<file path="config.mk">
export PLATFORM = sky130hd
export DESIGN_NAME = first_fit_region_allocator
export DESIGN_NICKNAME = d
export VERILOG_FILES = /design/src/sv/ffra_pkg.sv /design/src/sv/ffra_ram.sv /design/src/sv/ffra_ctrl.sv /design/src/sv/ffra_dp.sv /design/src/sv/first_fit_region_allocator.sv
export SDC_FILE = /design/constraint.sdc
export NUM_CORES = 2
export LEC_CHECK = 0
export ABC_CLOCK_PERIOD_IN_PS = 10500
export BUFFER_PORTS_ARGS = -buffer_cell sky130_fd_sc_hd__buf_4
export CORE_MARGIN = 2
export CORE_UTILIZATION = 30
export DETAILED_ROUTE_END_ITERATION = 16
export PLACE_DENSITY = 0.55
export SLEW_MARGIN = 0
export SYNTH_ARGS = -nofsm -noshare
export SYNTH_HDL_FRONTEND = slang
export SYNTH_SLANG_ARGS = --single-unit
</file>
<file path="constraint.sdc">
create_clock -name clk -period 10.5 [get_ports clk]
set_clock_uncertainty 0.15 [all_clocks]
set_input_delay 1.575 -clock clk [delete_from_list [all_inputs] [get_ports clk]]
set_output_delay 1.575 -clock clk [all_outputs]
set_load 0.05 [all_outputs]
</file>
<file path="src/sv/ffra_pkg.sv">
`default_nettype none

package ffra_pkg;

  localparam int ADDR_W     = 32;
  localparam int HB_W       = 21;
  localparam int REQ_SIZE_W = 21;
  localparam int SIZE_W     = 22;   // request size after rounding up to 16
  localparam int LOW_W      = 22;
  localparam int CFG_IDX_W  = 1;
  localparam int CFG_DATA_W = 32;
  localparam int STATUS_W   = 2;

  localparam int HB_MIN     = 64;
  localparam int HB_RESET   = 1048576;
  localparam int END_GUARD  = 47;   // 15 + 0x20
  localparam int LOW_GUARD  = 15;
  localparam int REC_COST   = 8;    // end limit moves by this per record

  typedef enum logic [CFG_IDX_W-1:0] {
    REG_HEAP_BASE  = 1'd0,
    REG_HEAP_BYTES = 1'd1
  } reg_idx_t;

  typedef enum logic [STATUS_W-1:0] {
    ST_OK       = 2'd0,
    ST_NOFIT    = 2'd1,
    ST_NOTFOUND = 2'd2,
    ST_FULL     = 2'd3
  } status_t;

  // read address relative to the next walk index
  typedef enum logic [1:0] {
    RD_AT    = 2'd0,
    RD_BELOW = 2'd1,
    RD_ABOVE = 2'd2
  } rd_sel_t;

  typedef enum logic [3:0] {
    S_IDLE,
    S_START,
    S_WALK,
    S_SHIFT,
    S_INSERT,
    S_SEARCH,
    S_DSHIFT,
    S_DCOMMIT,
    S_DONE
  } state_t;

  typedef struct packed {
    logic    load_req;
    logic    walk_init;
    logic    walk_step;
    logic    shift_init;
    logic    shift_step;
    logic    ins_write;
    logic    del_step;
    logic    del_commit;
    logic    code_we;
    status_t code;
    rd_sel_t rd_sel;
    logic    out_load;
  } cmd_t;

  typedef struct packed {
    logic is_free;
    logic full;
    logic at_end;
    logic fit;
    logic match;
    logic shift_last;
    logic del_last;
    logic match_last;
    logic out_free;
  } sts_t;

endpackage

`default_nettype wire

</file>
<file path="src/sv/ffra_ram.sv">
`default_nettype none

module ffra_ram #(
  parameter int WIDTH = 8,
  parameter int DEPTH = 64
) (
  input  wire logic                     clk,
  input  wire logic                     we,
  input  wire logic [$clog2(DEPTH)-1:0] waddr,
  input  wire logic [WIDTH-1:0]         wdata,
  input  wire logic [$clog2(DEPTH)-1:0] raddr,
  output logic      [WIDTH-1:0]         rdata
);

  logic [WIDTH-1:0] mem [DEPTH];

  always_ff @(posedge clk) begin
    if (we) begin
      mem[waddr] <= wdata;
    end
    rdata <= mem[raddr];
  end

endmodule

`default_nettype wire

</file>
<file path="src/sv/ffra_ctrl.sv">
`default_nettype none

module ffra_ctrl (
  input  wire logic           clk,
  input  wire logic           rst_n,
  input  wire logic           in_valid,
  output logic                in_ready,
  input  wire ffra_pkg::sts_t sts,
  output ffra_pkg::cmd_t      cmd
);

  import ffra_pkg::*;

  state_t state_r, state_nxt;

  always_ff @(posedge clk) begin
    if (!rst_n) begin
      state_r <= S_IDLE;
    end else begin
      state_r <= state_nxt;
    end
  end

  always_comb begin
    state_nxt  = state_r;
    cmd        = '0;
    cmd.code   = ST_OK;
    cmd.rd_sel = RD_AT;
    in_ready   = 1'b0;
    case (state_r)
      S_IDLE: begin
        in_ready = 1'b1;
        if (in_valid) begin
          cmd.load_req = 1'b1;
          state_nxt    = S_START;
        end
      end
      S_START: begin
        // index 0, read entry 0
        cmd.walk_init = 1'b1;
        if (sts.is_free) begin
          state_nxt = S_SEARCH;
        end else if (sts.full) begin
          cmd.code_we = 1'b1;
          cmd.code    = ST_FULL;
          state_nxt   = S_DONE;
        end else begin
          state_nxt = S_WALK;
        end
      end
      S_WALK: begin
        if (sts.fit) begin
          cmd.shift_init = 1'b1;
          cmd.rd_sel     = RD_BELOW;
          state_nxt      = sts.at_end ? S_INSERT : S_SHIFT;
        end else if (sts.at_end) begin
          cmd.code_we = 1'b1;
          cmd.code    = ST_NOFIT;
          state_nxt   = S_DONE;
        end else begin
          cmd.walk_step = 1'b1;
        end
      end
      S_SHIFT: begin
        cmd.shift_step = 1'b1;
        cmd.rd_sel     = RD_BELOW;
        if (sts.shift_last) begin
          state_nxt = S_INSERT;
        end
      end
      S_INSERT: begin
        cmd.ins_write = 1'b1;
        cmd.code_we   = 1'b1;
        cmd.code      = ST_OK;
        state_nxt     = S_DONE;
      end
      S_SEARCH: begin
        if (sts.at_end) begin
          cmd.code_we = 1'b1;
          cmd.code    = ST_NOTFOUND;
          state_nxt   = S_DONE;
        end else if (sts.match) begin
          cmd.rd_sel = RD_ABOVE;
          state_nxt  = sts.match_last ? S_DCOMMIT : S_DSHIFT;
        end else begin
          cmd.walk_step = 1'b1;
        end
      end
      S_DSHIFT: begin
        cmd.del_step = 1'b1;
        cmd.rd_sel   = RD_ABOVE;
        if (sts.del_last) begin
          state_nxt = S_DCOMMIT;
        end
      end
      S_DCOMMIT: begin
        cmd.del_commit = 1'b1;
        cmd.code_we    = 1'b1;
        cmd.code       = ST_OK;
        state_nxt      = S_DONE;
      end
      S_DONE: begin
        if (sts.out_free) begin
          cmd.out_load = 1'b1;
          state_nxt    = S_IDLE;
        end
      end
      default: begin
        state_nxt = S_IDLE;
      end
    endcase
  end

endmodule

`default_nettype wire

</file>
<file path="src/sv/ffra_dp.sv">
`default_nettype none

module ffra_dp #(
  parameter int MAX_RECORDS = 64,
  parameter int OFFSET_BITS = 20
) (
  input  wire logic                                   clk,
  input  wire logic                                   rst_n,
  input  wire logic                                   cfg_valid,
  input  wire logic [ffra_pkg::CFG_IDX_W-1:0]         cfg_index,
  input  wire logic [ffra_pkg::CFG_DATA_W-1:0]        cfg_data,
  input  wire logic                                   in_req_type,
  input  wire logic [ffra_pkg::REQ_SIZE_W-1:0]        in_request_size,
  input  wire logic [ffra_pkg::ADDR_W-1:0]            in_release_address,
  output logic                                        out_valid,
  input  wire logic                                   out_ready,
  output logic [ffra_pkg::STATUS_W-1:0]               out_status,
  output logic [ffra_pkg::ADDR_W-1:0]                 out_block_address,
  output logic signed [ffra_pkg::LOW_W-1:0]           out_low_water,
  input  wire ffra_pkg::cmd_t                         cmd,
  output ffra_pkg::sts_t                              sts
);

  import ffra_pkg::*;

  localparam int AW  = (MAX_RECORDS > 1) ? $clog2(MAX_RECORDS) : 1;
  localparam int IW  = AW + 1;
  localparam int LB  = OFFSET_BITS + 1;
  localparam int RW  = OFFSET_BITS + LB;
  localparam int SW  = (OFFSET_BITS + 2 > LOW_W) ? OFFSET_BITS + 2 : LOW_W;
  localparam int CW  = SW + 2;
  localparam logic signed [SW-1:0] HB_TOP = SW'(64'd1 << OFFSET_BITS);
  localparam logic signed [SW-1:0] HB_LO  = SW'(HB_MIN);
  localparam logic signed [SW-1:0] HB_RST =
    (SW'(HB_RESET) > HB_TOP) ? HB_TOP : SW'(HB_RESET);

  // control state
  logic [ADDR_W-1:0]    heap_base_r;
  logic [IW-1:0]        count_r;
  logic signed [SW-1:0] free_end_r, free_end_nxt;
  logic signed [SW-1:0] low_mark_r, low_mark_nxt;
  logic                 out_valid_r;

  // payload
  logic                 req_type_r;
  logic [SIZE_W-1:0]    size_r;
  logic [ADDR_W-1:0]    off_r;
  logic [IW-1:0]        idx_r, idx_nxt;
  logic [IW-1:0]        pos_r;
  logic [LB-1:0]        start_r, start_nxt;
  status_t              code_r;
  logic [STATUS_W-1:0]  out_status_r;
  logic [ADDR_W-1:0]    out_addr_r;
  logic [LOW_W-1:0]     out_low_r;

  // memory port
  logic                 ram_we;
  logic [AW-1:0]        ram_waddr;
  logic [RW-1:0]        ram_wdata;
  logic [AW-1:0]        ram_raddr;
  logic [RW-1:0]        ram_rdata;
  logic [IW-1:0]        rd_idx;

  logic [OFFSET_BITS-1:0] rec_off;
  logic [LB-1:0]          rec_len;
  logic signed [CW-1:0]   fe_c, rec_off_c, gap_c, start_c, size_c;
  logic signed [SW-1:0]   hb_raw, hb_clamp, head;
  logic [SIZE_W-1:0]      size_round;
  logic                   hb_write;

  assign rec_off = ram_rdata[RW-1:LB];
  assign rec_len = ram_rdata[LB-1:0];

  ffra_ram #(
    .WIDTH (RW),
    .DEPTH (MAX_RECORDS)
  ) u_ram (
    .clk   (clk),
    .we    (ram_we),
    .waddr (ram_waddr),
    .wdata (ram_wdata),
    .raddr (ram_raddr),
    .rdata (ram_rdata)
  );

  // gap test: end of this gap clipped to the end limit, against the rounded size
  always_comb begin
    fe_c      = CW'(free_end_r);
    rec_off_c = CW'(rec_off);
    start_c   = CW'(start_r);
    size_c    = CW'(size_r);
    if (sts.at_end || rec_off_c > fe_c) begin
      gap_c = fe_c;
    end else begin
      gap_c = rec_off_c;
    end
  end

  always_comb begin
    sts.is_free    = req_type_r;
    sts.full       = (count_r == IW'(MAX_RECORDS));
    sts.at_end     = (idx_r == count_r);
    sts.fit        = (size_c <= gap_c - start_c);
    sts.match      = (ADDR_W'(rec_off) == off_r);
    sts.shift_last = (idx_r == pos_r + IW'(1));
    sts.del_last   = (idx_r + IW'(2) == count_r);
    sts.match_last = (idx_r + IW'(1) == count_r);
    sts.out_free   = !out_valid_r || out_ready;
  end

  always_comb begin
    idx_nxt   = idx_r;
    start_nxt = start_r;
    if (cmd.walk_init) begin
      idx_nxt   = '0;
      start_nxt = '0;
    end else if (cmd.walk_step) begin
      idx_nxt   = idx_r + IW'(1);
      start_nxt = LB'({1'b0, rec_off}) + rec_len;
    end else if (cmd.shift_init) begin
      idx_nxt = count_r;
    end else if (cmd.shift_step) begin
      idx_nxt = idx_r - IW'(1);
    end else if (cmd.del_step) begin
      idx_nxt = idx_r + IW'(1);
    end
    case (cmd.rd_sel)
      RD_BELOW: rd_idx = idx_nxt - IW'(1);
      RD_ABOVE: rd_idx = idx_nxt + IW'(1);
      default:  rd_idx = idx_nxt;
    endcase
    ram_raddr = rd_idx[AW-1:0];
  end

  always_comb begin
    ram_we    = cmd.shift_step || cmd.del_step || cmd.ins_write;
    ram_waddr = cmd.ins_write ? pos_r[AW-1:0] : idx_r[AW-1:0];
    ram_wdata = cmd.ins_write ? {start_c[OFFSET_BITS-1:0], size_c[LB-1:0]} : ram_rdata;
  end

  always_comb begin
    hb_write = cfg_valid && (cfg_index == REG_HEAP_BYTES);
    hb_raw = SW'(cfg_data[HB_W-1:0]);
    if (hb_raw < HB_LO) begin
      hb_clamp = HB_LO;
    end else if (hb_raw > HB_TOP) begin
      hb_clamp = HB_TOP;
    end else begin
      hb_clamp = hb_raw;
    end
    size_round = (SIZE_W'(in_request_size) + SIZE_W'(LOW_GUARD)) & ~SIZE_W'(LOW_GUARD);
    head = free_end_r - SW'(REC_COST) - SW'(start_r) - SW'(size_r);
    free_end_nxt = free_end_r;
    low_mark_nxt = low_mark_r;
    if (hb_write) begin
      free_end_nxt = hb_clamp - SW'(END_GUARD);
      low_mark_nxt = hb_clamp - SW'(LOW_GUARD);
    end else if (cmd.ins_write) begin
      free_end_nxt = free_end_r - SW'(REC_COST);
      if (head < low_mark_r) begin
        low_mark_nxt = head;
      end
    end else if (cmd.del_commit) begin
      free_end_nxt = free_end_r + SW'(REC_COST);
    end
  end

  always_ff @(posedge clk) begin
    if (!rst_n) begin
      heap_base_r <= '0;
      count_r     <= '0;
      free_end_r  <= HB_RST - SW'(END_GUARD);
      low_mark_r  <= HB_RST - SW'(LOW_GUARD);
      out_valid_r <= 1'b0;
    end else begin
      free_end_r <= free_end_nxt;
      low_mark_r <= low_mark_nxt;
      if (hb_write) begin
        count_r <= '0;
      end else if (cmd.ins_write) begin
        count_r <= count_r + IW'(1);
      end else if (cmd.del_commit) begin
        count_r <= count_r - IW'(1);
      end
      if (cfg_valid && cfg_index == REG_HEAP_BASE) begin
        heap_base_r <= cfg_data[ADDR_W-1:0];
      end
      if (cmd.out_load) begin
        out_valid_r <= 1'b1;
      end else if (out_ready) begin
        out_valid_r <= 1'b0;
      end
    end
  end

  always_ff @(posedge clk) begin
    idx_r   <= idx_nxt;
    start_r <= start_nxt;
    if (cmd.load_req) begin
      req_type_r <= in_req_type;
      size_r     <= size_round;
      off_r      <= in_release_address - heap_base_r;
    end
    if (cmd.shift_init) begin
      pos_r <= idx_r;
    end
    if (cmd.code_we) begin
      code_r <= cmd.code;
    end
    if (cmd.out_load) begin
      out_status_r <= code_r;
      out_low_r    <= low_mark_r[LOW_W-1:0];
      if (code_r == ST_OK && !req_type_r) begin
        out_addr_r <= heap_base_r + ADDR_W'(start_r);
      end else begin
        out_addr_r <= '0;
      end
    end
  end

  assign out_valid         = out_valid_r;
  assign out_status        = out_status_r;
  assign out_block_address = out_addr_r;
  assign out_low_water     = out_low_r;

endmodule

`default_nettype wire

</file>
<file path="src/sv/first_fit_region_allocator.sv">
// First-fit region allocator. Records (offset, length) sit in one RAM sorted by
// offset. An allocate walks the gaps one record per cycle, then shifts the tail up
// one entry per cycle through the single RAM port pair and writes the new record;
// a free searches the same way and shifts the tail down. The RAM's one read and one
// write per cycle pace the walk and the shifts. A finished item waits until the
// output register is free.
// One item is worked at a time; the next is taken while a finished result waits in
// the output register.
// A heap_bytes write empties the table and restarts the end limit and low-water mark.
`default_nettype none

module first_fit_region_allocator #(
  parameter int MAX_RECORDS = 64,
  parameter int OFFSET_BITS = 20
) (
  input  wire logic                             clk,
  input  wire logic                             rst_n,
  input  wire logic                             cfg_valid,
  output logic                                  cfg_ready,
  input  wire logic [ffra_pkg::CFG_IDX_W-1:0]   cfg_index,
  input  wire logic [ffra_pkg::CFG_DATA_W-1:0]  cfg_data,
  input  wire logic                             in_valid,
  output logic                                  in_ready,
  input  wire logic                             in_req_type,
  input  wire logic [ffra_pkg::REQ_SIZE_W-1:0]  in_request_size,
  input  wire logic [ffra_pkg::ADDR_W-1:0]      in_release_address,
  output logic                                  out_valid,
  input  wire logic                             out_ready,
  output logic [ffra_pkg::STATUS_W-1:0]         out_status,
  output logic [ffra_pkg::ADDR_W-1:0]           out_block_address,
  output logic signed [ffra_pkg::LOW_W-1:0]     out_low_water
);

  import ffra_pkg::*;

  cmd_t cmd;
  sts_t sts;

  assign cfg_ready = 1'b1;

  ffra_ctrl u_ctrl (
    .clk      (clk),
    .rst_n    (rst_n),
    .in_valid (in_valid),
    .in_ready (in_ready),
    .sts      (sts),
    .cmd      (cmd)
  );

  ffra_dp #(
    .MAX_RECORDS (MAX_RECORDS),
    .OFFSET_BITS (OFFSET_BITS)
  ) u_dp (
    .clk                (clk),
    .rst_n              (rst_n),
    .cfg_valid          (cfg_valid),
    .cfg_index          (cfg_index),
    .cfg_data           (cfg_data),
    .in_req_type        (in_req_type),
    .in_request_size    (in_request_size),
    .in_release_address (in_release_address),
    .out_valid          (out_valid),
    .out_ready          (out_ready),
    .out_status         (out_status),
    .out_block_address  (out_block_address),
    .out_low_water      (out_low_water),
    .cmd                (cmd),
    .sts                (sts)
  );

endmodule

`default_nettype wire

</file>
### Word-level counts from Yosys, hierarchy flattened

Memories as Yosys holds them, arrays and structs flattened. A register that Yosys moved wholly into a read port is not among the register bits.
Index checks and enable logic that the tools add are counted.

* $add $sub $neg: 20
* magnitude comparators: 5
* eq/ne operators: 22
* mux-type cells: 63
* bitwise gates (word level): 2
* reductions and logical operators: 20

Operators with widths (count)
* $mux W22: 7
* $mux W7: 7
* $sub A22 B5 Y22 const B: 2
* $mux W41: 1
* $mux W4: 10
* $add A32 B21 Y32: 1
* $eq A20 B32 Y1: 1
* $pmux W4 S8: 1
* $sub A32 B32 Y32: 1
* $eq A7 B7 Y1: 4
* $le A23 B24 Y1: 1
* $mux W24: 1
* $sub A24 B22 Y24: 1
* $add A21 B4 Y22 const B: 1
* $add A22 B5 Y22 const B: 1
* $gt A21 B22 Y1: 1
* $lt A22 B22 Y1: 1
* $mux W1: 22
* $sub A22 B21 Y22: 1
* $sub A22 B22 Y22: 1
* $sub A22 B4 Y22 const B: 1
* $sub A22 B7 Y22 const B: 1
* $add A20 B21 Y21: 1
* $add A7 B1 Y7 const B: 3
* 34 further kinds: 60

* bits in registers: 232
* RAM bits: 2624
* input bits: 92
* output and inout port bits: 59
* word-level logic and storage cells: 149
* memories: 1

Memories
* u_dp.u_ram.mem: depth 64, bits a word 41, rd ports 1, clocked after memory_dff 1, write ports 1, RTL line ffra_ram.sv:15 `logic [WIDTH-1:0] mem [DEPTH];`

### Depth between registers and ports, before layout

* depth after elaboration: 12
* mapped depth: 53
* depth with buffers taken out: 49

### By module

A second synthesis with hierarchy kept.

* cell total of the unflattened synthesis: 6574
* area, all modules: 120419.2 um2

Modules (own cells, without submodules)
* ffra_ram: instances 1, cells an instance 4226, area each 100108.5 um2, seq. area each 79616.4 um2
* ffra_dp: instances 1, cells an instance 2273, area each 19770.2 um2, seq. area each 5725.5 um2
* ffra_ctrl: instances 1, cells an instance 73, area each 529.3 um2, seq. area each 80.1 um2
* first_fit_region_allocator: instances 1, cells an instance 2, area each 11.3 um2, seq. area each 0.0 um2

### Worst setup path after synthesis

OpenSTA, ideal clock, no wires.

* path type: register to register
* from: register u_dp.free_end_r[1]
* to: register u_dp.u_ram.rdata[10] (read register of u_dp.u_ram.mem)
* setup time: 0.142 ns
* arrival: 8.432 ns
* data required time: 10.208 ns
* setup slack: 1.776 ns
* stages on the path, launching flop included: 50
* buffers on the path: 3
* clock period less this slack: 8.724 ns
* cells stage by stage: dfxtp_1 -> inv_1 -> ha_1 -> nor2b_1 -> o21ai_0 -> nand2b_1 -> a21oi_1 -> nor2b_1 -> o21ai_0 -> nand2b_1 -> a21oi_1 -> o221ai_1 -> o21ai_0 -> nand2_1 -> clkbuf_1 -> a21oi_1 -> ha_1 -> inv_1 -> [14 not listed] -> a21oi_2 -> nand2_2 -> inv_2 -> buf_2 -> nor2_1 -> ha_1 -> inv_1 -> ha_1 -> and3_1 -> a221oi_1 -> maj3_4 -> nor2_2 -> nor3_2 -> a21oi_2 -> xnor2_4 -> buf_8 -> mux2i_1 -> mux2i_1

RTL lines
* start, declared: RTL line ffra_dp.sv:40 `logic signed [SW-1:0] free_end_r, free_end_nxt;`
* start signal, assigned: RTL line ffra_dp.sv:172 `free_end_r <= HB_RST - SW'(END_GUARD);`
* start signal, assigned: RTL line ffra_dp.sv:176 `free_end_r <= free_end_nxt;`
* end, declared: RTL line ffra_ram.sv:12 `output logic [WIDTH-1:0] rdata`

### Worst setup path in the final report

* from: register u_dp.u_ram.rdata[31] (read register of u_dp.u_ram.mem)
* to: register u_dp.u_ram.rdata[22] (read register of u_dp.u_ram.mem)

* word-level cells in the longest chain between the ends: 12
* elaborated cells between the ends (all ways): 24
* those cells by class: 3 x add/sub; 2 x order compare; 3 x eq/ne; 15 x mux; 1 x reduce/logical

RTL lines
* $gt A21 B22 Y1: RTL line ffra_dp.sv:92 `if (sts.at_end || rec_off_c > fe_c) begin`
* $logic_or A1 B1 Y1: RTL line ffra_dp.sv:92
* $mux W24: RTL line ffra_dp.sv:92
* $sub A24 B22 Y24: RTL line ffra_dp.sv:103 `sts.fit = (size_c <= gap_c - start_c);`
* $le A23 B24 Y1: RTL line ffra_dp.sv:103
* $mux W1: RTL line ffra_ctrl.sv:52 `if (sts.fit) begin`
* $mux W1: RTL line ffra_ctrl.sv:30 `case (state_r)`
* $mux W7: RTL line ffra_dp.sv:120 `end else if (cmd.shift_init) begin`
* $mux W7: RTL line ffra_dp.sv:117 `end else if (cmd.walk_step) begin`
* $mux W7: RTL line ffra_dp.sv:114 `if (cmd.walk_init) begin`
* $add A6 B1 Y6 or $sub A6 B1 Y6 (tied branches): RTL line ffra_dp.sv:129, ffra_dp.sv:128
* $pmux W6 S2 *: RTL line ffra_dp.sv:127 `case (cmd.rd_sel)`

Every way passes the cells marked *; elsewhere a longest branch is shown, timed or not.
A chain may end at the register's enable or synchronous reset.

==> summary.md <==
| Metric | Value |
|---|---|
| Worst rel slew slack | `0.08281` |
| Ports | `roughly 150` |
| Total CTS buffers | `approximately 310` |
| Tcrit/Tclk final | `0.9549` |
| CP endpoint kind | `flip-flop` |
| Compound-Gate Fraction of Synth Area | `0.04932` |
| Most frequent cell after synthesis | `edfxtp_1` |
| Synth top area cells | `edfxtp_1 68%, mux4_2 12%, dfxtp_1 2.6%` |
| GP Congestion | `0.8796` |
| Crit-path max cell delay | `0.79 ns` |
| Drt wl/cell | `26.73 um` |
| Hold_buf cts | `0` |
| Critical-path cell with the highest stage delay | `dfxtp_1` |
| Post-Synth Adder-Cell Area | `0.02759` |
| Maximum clock frequency | `roughly 100 MHz` |
| Antenna violations before repair | `17` |
| Total number of vias | `67930` |
| Fraction of registers with async set or reset after synthesis | `0` |
| Drt first pass iters | `7` |
| Xor and xnor area share after synthesis | `0.01443` |
| Syn nets | `7358` |
| IO buf count | `149` |
| CP Launch Type | `flip-flop` |
| Via-per-instance ratio | `about 5.2` |
| Status | `finished, final reports clean` |
| Area growth syn-to-layout | `17.03%` |
| Dominant cell type by area after synthesis | `edfxtp_1` |
| Max-slew violation count | `0` |
| Die width | `639.9 um` |
| Largest net degree at the start of global routing | `78` |
| Worst setup margin | `0.4734 ns` |
| Most frequent cells after synthesis | `2740 x edfxtp_1, 803 x nand2_1, 656 x mux4_2, 322 x a21oi_1, 284 x nor2_1` |
| Share of layout cells above drive strength 1 | `0.2301` |
| CP arrival | `roughly 11 ns` |
| Nets | `7798` |
| Max clock buf depth | `4` |
| Mean Syn Cell Area | `17.29 um^2` |
| Remaining antenna violation count | `0` |
| TritonCTS clock tree | `done` |
| Vias in the first global route | `67970` |
| Final Hold Fails | `0` |
| Clk slew on worst S/H paths | `about 0.060 ns` |
| Post-synth top flop | `edfxtp_1` |
| Post-synth EDFFs | `2740` |
| Max cap viols | `0` |
| Post-synthesis sequential area ratio | `0.7041` |
| Clock Sinks | `approximately 2900` |
| First-pass GRT wire length | `497800 um` |
| Largest family of logic cells by synthesized area | `multiplexers` |
| Fin crit period | `10.03 ns` |
| Grt total ovfl | `0` |
| Total global routing track utilization | `0.1666` |
| Yosys warning count | `0` |
| Drt total wl | `350700 um` |
| Min-Delay Path Class | `flip-flop to flip-flop` |
| Cell area after synthesis | `approximately 0.12 mm^2` |
| Crit path kind | `flip-flop to flip-flop` |
| Starting Density | `0.3013` |
| Row count | `approximately 230` |
| Post-DP HPWL | `208200 um` |
| Cell variety after synth | `between 80 and 90` |
| Most used cell, CP | `a21oi_1` |
| Synthesized netlist cell count | `~7000` |
| Later-pin clock latency in the skew report | `0.92 ns` |
| Starting DRT DRC Count | `roughly 7500` |
| CTS root buf | `clkbuf_16` |
| Multiplexer area fraction after synthesis | `0.1345` |
| Total die area | `0.4095 mm^2` |
| Post-Synth Simple-Gate Area | `0.04887` |
| Worst Tran Pin Value | `between 1 and 1.5 ns` |
| Pre-CTS setup slack | `roughly 0.08 ns` |
| Die height | `roughly 640 um` |
| Setup violations, final | `0` |
| Crit path max fanout | `18` |
| Req. time, crit path | `11.05 ns` |
| DRC Markers | `0` |
| Post-synthesis register bit count | `2897` |
| Top-area cell type share of the netlist area | `0.6782` |
| Core ar. | `0.4026 mm^2` |
| H-Tree Depth | `5` |
==> registers in the layout (all words and copies together) (netlist names) <==
name / flops
u_dp.u_ram.mem: 2624
u_dp.u_ram.rdata: 41
u_dp.heap_base_r: 32
u_dp.off_r: 32
u_dp.out_block_address: 32
u_dp.free_end_r: 22
u_dp.low_mark_r: 22
u_dp.out_low_water: 22
u_dp.start_r: 21
u_dp.size_r: 18
u_dp.count_r: 7
u_dp.idx_r: 7
u_dp.pos_r: 7
u_ctrl.state_r: 4
u_dp.code_r: 2
u_dp.out_status: 2
u_dp.out_valid: 1
u_dp.req_type_r: 1
==> critical path, delay by kind of cell (launching register included) <==
family	cells	cell delay, ns
mux	5	2.11
compound gates	15	2.85
buf+inv	6	1.03
fa+ha+maj	5	1.60
xor+xnor	1	0.18
simple gates	7	1.05
flops	1	0.79
==> cells in the final DEF, fill, tap and decap left out, types with 52 or more instances in the layout <==
cell,Yosys,layout
xnor2_1,133,132
buf_4,34,410
edfxtp_1,2740,2740
inv_1,203,203
xor2_1,60,60
a32oi_1,165,162
nand2_1,803,790
nor3_1,62,61
o21ai_0,138,118
ha_1,224,224
buf_12,0,54
clkbuf_16,0,323
nor2_4,0,65
clkbuf_1,181,72
a21oi_1,322,322
dfxtp_1,157,156
a21boi_0,52,52
clkinv_2,0,58
nor2_1,284,219
mux4_2,656,656
mux2i_1,131,111
==> what timing repair did <==
| action | in CTS | in global routing |
|---|---|---|
| endpoints found under the setup margin | 0 | 41 |
| buffers inserted | 0 | 3 |
| gates resized for setup | 0 | 46 |
==> kinds of logic (layout without fill, tap and decap cells) <==
group	Yosys count	count (layout)
buf+inv	557	1250
flops	2897	2897
compound gates	910	910
mux	807	807
xor+xnor	196	196
fa+ha+maj	252	252
simple gates	1396	1396
other cells	1	5
==> final timing paths <==
path / startpoint / to / slack [ns] / cells after the start
max: u_dp.u_ram.rdata[31] / u_dp.u_ram.rdata[22] / 0.47 / 39
min: u_dp.low_mark_r[6] / u_dp.out_low_water[6] / 0.28 / 0
max reg2reg: u_dp.u_ram.rdata[31] / u_dp.u_ram.rdata[22] / 0.47 / 39
min reg2reg: u_dp.low_mark_r[6] / u_dp.out_low_water[6] / 0.28 / 0
==> area by class of cell <==
class,instances,area (um^2)
fill,37720,260600
sequential,2897,85420
multi-input combinational,3562,34350
clock buffer,402,8427
tap,5405,6763
timing repair buffer,475,4392
clock inverter,167,1837
inverter,206,775.7
antenna,4,10.01
==> metal layers <==
layer | GRT usage | up-vias | part of all wire
met4 | 0.04573 | 10 | 0.027
met1 | 0.2316 | 35980 | 0.42
met2 | 0.2702 | 2751 | 0.47
li1 | - | 28680 | -
met5 | 0 | - | 0.00020
met3 | 0.02667 | 504 | 0.078
==> through the flow <==
stage | instance area, um^2 | std cells | setup TNS [ns] | util | hold WS [ns]
after floorplan | 121300 | 7016 | 0 | - | 0.2529
after global placement | 131400 | 12540 | -0.1211 | 0.3264 | 0.2663
after detailed placement | 131400 | 12540 | 0 | 0.3264 | 0.2668
after CTS | 141700 | 13110 | 0 | 0.3519 | 0.2815
after global routing | 142000 | 13110 | -0.008829 | 0.3526 | 0.2976
final | 142000 | 13120 | 0 | 0.3526 | 0.2818
Power is left out: the tool's default activity adds up to more than one toggle a clock period on the data nets, which glitch-free logic cannot reach.
